$ cat src/rtl/crdt_pkg.sv
// shared types and constants of the command replay dedup table
// no dependencies; imported by the top level, controller, datapath and checker
`default_nettype none

package crdt_pkg;

	localparam int ENTRIES_DEF = 64;
	localparam int OP_W        = 2;
	localparam int OWNER_W     = 16;
	localparam int CMDID_W     = 32;
	localparam int TICK_W      = 32;
	localparam int STATUS_W    = 3;
	localparam int COUNT_W     = 7;
	localparam int S_DATA_W    = 80;
	localparam int M_DATA_W    = 16;

	typedef enum logic [OP_W-1:0] {
		OP_REMEMBER = 2'd0,
		OP_CONTAINS = 2'd1,
		OP_EXPIRE   = 2'd2,
		OP_CLEAR    = 2'd3
	} op_t;

	typedef enum logic [STATUS_W-1:0] {
		ST_INVALID   = 3'd0,
		ST_DUPLICATE = 3'd1,
		ST_RECORDED  = 3'd2,
		ST_FULL      = 3'd3,
		ST_DONE      = 3'd4
	} status_t;

	// one table row as stored in the memory
	typedef struct packed {
		logic               valid;
		logic [TICK_W-1:0]  tick;
		logic [CMDID_W-1:0] cmd_id;
		logic [OWNER_W-1:0] owner;
	} entry_t;

	localparam int ENTRY_W = 1 + TICK_W + CMDID_W + OWNER_W;

	typedef enum logic [2:0] {
		CS_INIT,
		CS_IDLE,
		CS_SCAN,
		CS_CLEAR,
		CS_WRITE,
		CS_RESP
	} ctrl_state_t;

	// controller to datapath commands
	typedef struct packed {
		logic load;
		logic scan_en;
		logic sweep_en;
		logic write_new;
		logic respond;
	} dp_cmd_t;

	// datapath to controller status
	typedef struct packed {
		op_t  op;
		logic id_absent;
		logic dup;
		logic free_found;
		logic scan_done;
		logic sweep_done;
		logic out_busy;
	} dp_stat_t;

endpackage

`default_nettype wire

$ cat src/rtl/crdt_ctrl.sv
// controller state machine of the replay table
// depends on crdt_pkg; drives the datapath through dp_cmd_t
`default_nettype none

module crdt_ctrl import crdt_pkg::*; (
	input  wire logic     clk,
	input  wire logic     arst_n,
	input  wire logic     in_valid,
	input  wire op_t      in_op,
	output logic          in_ready,
	input  wire dp_stat_t stat,
	output dp_cmd_t       cmd
);

	ctrl_state_t state_q;
	ctrl_state_t state_d;

	// state register
	always_ff @(posedge clk or negedge arst_n) begin
		if (!arst_n) begin
			state_q <= CS_INIT;
		end else begin
			state_q <= state_d;
		end
	end

	// next state and datapath commands
	always_comb begin
		state_d  = state_q;
		cmd      = '0;
		in_ready = 1'b0;
		case (state_q)
			CS_INIT: begin
				cmd.sweep_en = 1'b1;
				if (stat.sweep_done) begin
					state_d = CS_IDLE;
				end
			end
			CS_IDLE: begin
				in_ready = 1'b1;
				if (in_valid) begin
					cmd.load = 1'b1;
					state_d  = (in_op == OP_CLEAR) ? CS_CLEAR : CS_SCAN;
				end
			end
			CS_SCAN: begin
				cmd.scan_en = 1'b1;
				if (stat.scan_done) begin
					if ((stat.op == OP_REMEMBER) && !stat.id_absent && !stat.dup
							&& stat.free_found) begin
						state_d = CS_WRITE;
					end else begin
						state_d = CS_RESP;
					end
				end
			end
			CS_CLEAR: begin
				cmd.sweep_en = 1'b1;
				if (stat.sweep_done) begin
					state_d = CS_RESP;
				end
			end
			CS_WRITE: begin
				cmd.write_new = 1'b1;
				state_d       = CS_RESP;
			end
			CS_RESP: begin
				if (!stat.out_busy) begin
					cmd.respond = 1'b1;
					state_d     = CS_IDLE;
				end
			end
			default: begin
				state_d = CS_INIT;
			end
		endcase
	end

endmodule

`default_nettype wire

$ cat config.mk
export PLATFORM = sky130hd
export DESIGN_NAME = crdt_ctrl
export DESIGN_NICKNAME = d
export VERILOG_FILES = /design/src/rtl/crdt_pkg.sv /design/src/rtl/crdt_ctrl.sv
export SDC_FILE = /design/constraint.sdc
export NUM_CORES = 1
export LEC_CHECK = 0
export BUFFER_PORTS_ARGS = -buffer_cell sky130_fd_sc_hd__buf_2
export CAP_MARGIN = 40
export CORE_AREA = 10 10 47 49
export CTS_BUF_LIST = sky130_fd_sc_hd__clkbuf_8 sky130_fd_sc_hd__clkbuf_16
export CTS_CLUSTER_SIZE = 25
export DETAILED_ROUTE_END_ITERATION = 10
export DIE_AREA = 0 0 57 59
export RECOVER_POWER = 25
export SETUP_SLACK_MARGIN = 0.1
export SKIP_CTS_REPAIR_TIMING = 1
export SYNTH_ARGS = -nofsm -noshare
export SYNTH_HDL_FRONTEND = slang
export SYNTH_SLANG_ARGS = --single-unit
export TNS_END_PERCENT = 20
$ cat constraint.sdc
create_clock -name clk -period 1.6 [get_ports clk]
set_input_delay 0.24 -clock clk [delete_from_list [all_inputs] [get_ports clk]]
set_output_delay 0.24 -clock clk [all_outputs]
set_load 0.05 [all_outputs]
==> key figures <==
Synth
  – Syn Inst Count: 30
  – Area leader, netlist: dfrtp_1
  – EDFF count, synth: 0
  – Avg Inst Size Synth: approximately 9.6 sq um
  – Ys async rst share: 1.00
  – Synthesized cell area: about 290 sq um
  – Seq cells post-synth: 3
  – YS warnings: 0
  – Seq/Total Area, Yosys: 0.261
  – Syn nets: 43
  – Share of the synthesized area in the top cell type: 0.261
  – Top post-synthesis cells by count: dfrtp_1 (3), inv_1 (3), nor2_1 (2), nor2b_1 (2), nor3b_1 (2)
  – Main area contributors after synthesis: dfrtp_1 (26%), a2111oi_4 (9.6%), mux2_4 (5.2%), nor3b_1 (5.2%), nor2b_1 (4.3%)
  – Prevailing post-synth register cell: dfrtp_1
  – Yosys cell types: 23

Hold path
  – WHS Path Cells: 3
  – Min-delay src: stat[0]
  – Worst hold endpoint: state_q[2]
  – Hold Crit Class: in -> reg

Power
  – PD cells: around 2100 nW/um^2
  – P_int: 551 uW
  – Max VDD drop: about 0.00086 V
  – Net Sw Frac: 0.475
  – Leak pwr: ~0.00023 uW
  – Logic gate share of total power: 0.606
  – Clk network pwr share: 0.204
  – Net switching power: around 500 uW
  – Flop pwr share: 0.190

STA
  – Final Worst Setup Slack: ~0.14 ns
  – Final Skew: about 0.0017 ns
  – Hold Slack: ~0.32 ns
  – Slew @ Worst Pin: around 0.47 ns
  – Period utilization: 0.912
  – Final critical-path required period: around 1.5 ns
  – Hold Vio Cnt, Final: 0
  – Max Slew Vio Count: 0
  – Achievable Freq: roughly 690 MHz
  – RSZ-0062 raised after global routing: yes
  – Worst slew margin: 0.677
  – Setup Viol. Count Final: 0

Setup path
  – Worst path top cell family by delay: flip-flops
  – Worst path arrival time: roughly 1.2 ns
  – WS Path Type: reg -> out
  – Critical path cell sequence: nand2b_4 -> nor3b_2 -> buf_4
  – Slowest stage cell on the critical path: dfrtp_2
  – CP Launch Type: flop
  – Setup crit end kind: output port
  – Worst r2r src: state_q[1]
  – R2R Setup Slk: between 0.3 and 0.4 ns
  – RR Endpoint: state_q[1]
  – Crit-path max FO: 8
  – Reg2Reg Depth: 3
  – Crit path required time: approximately 1.4 ns
  – Buf/Inv on CP: 1
  – CP peak stage delay: between 0.4 and 0.5 ns

Finish
  – Layout Utilization: 0.362
  – Top flop regs: state_q x3
  – Layout Cells excl Fill: 71
  – Area of the multi-input gates: about 210 sq um
  – Filler cells: around 160
  – Register area: a little under 80 sq um
  – Top reg by flops: state_q
  – Antenna diodes: 0
  – Area delta synth->final: 76.1%
  – Nets: 69
  – Max FFs per register: 3
  – Share of cells above drive strength 1: 0.673

Flow run
  – Max cap viols: 0

Detailed routing
  – DR pass1 iterations: 2
  – Antenna viol nets, final: 0
  – DRC: 0
  – DR vias: slightly above 300
  – Via density: between 4 and 5
  – DR WL/cell: about 12 microns
  – Initial DRC Count: 4
  – WL final: 873 microns

Floorplan
  – I/O Pins: 19
  – Die Ht: a little under 60 microns
  – Core Area: 1400 sq um
  – Site Rows: 14
  – Die span in x: about 57 microns
  – Die area: roughly 3400 sq um
  – Starting Density: 0.205

Placement
  – IO buf count: 18
  – Final HPWL DP: ~650 microns
  – Pre-CTS setup slack: around 0.13 ns
  – RePlAce Congestion: ~0.7
  – Cells after DPL: 62

Clock network
  – H-tree levels: 1
  – Clock sink total: 3
  – Clk Latency, worst-skew pair: about 0.22 ns
  – CTS tree: built
  – Num CTS Buffers: 3
  – Worst-path clk slew: ~0.03 ns
  – Root buf cell: clkbuf_8
  – Longest Clk Path Bufs: 2

GRT
  – Overflow after GRT: 0
  – Initial antenna violation count: 0
  – Vias in the first global route: 310
  – Total track usage: 0.0523
  – First-pass GRT wire length: about 1400 microns
  – Pin count of the biggest net entering global routing: 13

Status
  – Status: complete, no violations
-- layout make-up --
cell class,instances,share of cell area
Clock inverter,1,0.00741
Tap cell,16,0.0395
Clock buffer,3,0.0815
Sequential cell,3,0.156
Inverter,3,0.0222
Timing Repair Buffer,23,0.279
Multi-Input combinational cell,22,0.415
-- power groups by stage --
stage / sequential, uW / clock (uW) / combinational, uW
2_1_floorplan: 139 / 0 / 501
3_3_place_gp: 205 / 0 / 516
3_5_place_dp: 207 / 0 / 518
4_1_cts: 206 / 221 / 519
5_1_grt: 208 / 232 / 680
6_report: 200 / 214 / 636
-- layout by cell type, fill, tap and decap left out, types with 2 or more instances in the layout --
master / Yosys / final
nor2b_2: 1 / 3
nor3b_2: 0 / 2
buf_2: 1 / 12
nor2_1: 2 / 2
clkbuf_4: 0 / 2
nor3_2: 1 / 2
clkbuf_8: 0 / 3
buf_4: 0 / 7
inv_1: 3 / 4
dfrtp_2: 0 / 3
-- stage by stage --
step	instance area [sq um]	total power, uW	TNS, ns
after global routing	507	1120	0
final	507	1050	0
after floorplan	305	640	-0.0368
after CTS	444	946	-0.346
after global placement	399	721	0
after detailed placement	399	725	0
-- worst min-delay path: cells and delay by family --
family / cells / cell delay, ns
buf+inv: 2 / 0.16
compound gates: 1 / 0.09
-- kinds of logic after synthesis --
group / count (synthesis) / share of synthesized area
compound gates: 7 / 0.257
buf+inv: 5 / 0.0956
flops: 3 / 0.261
mux: 1 / 0.0522
simple gates: 14 / 0.335
-- routing by layer --
| layer | GRT usage | share of wire | vias to the layer above |
|---|---|---|---|
| met2 | 0.0651 | 0.46 | 12 |
| met1 | 0.0618 | 0.51 | 137 |
| met3 | 0.0193 | 0.029 | 0 |
| li1 | - | - | 162 |
| met4 | 0.0604 | 0 | 0 |
| met5 | 0 | 0 | - |
-- how the worst max path moves through the flow --
| stage | cells past startpoint | endpoint | from |
|---|---|---|---|
| floorplan | 3 | cmd[0] | state_q[1] |
| global placement | 3 | cmd[2] | state_q[1] |
| detailed placement | 3 | cmd[2] | state_q[1] |
| CTS | 3 | cmd[2] | state_q[1] |
| global route | 3 | cmd[1] | state_q[1] |
| finish | 3 | cmd[0] | state_q[1] |
Note: power is estimated with default switching activity, not from simulation.
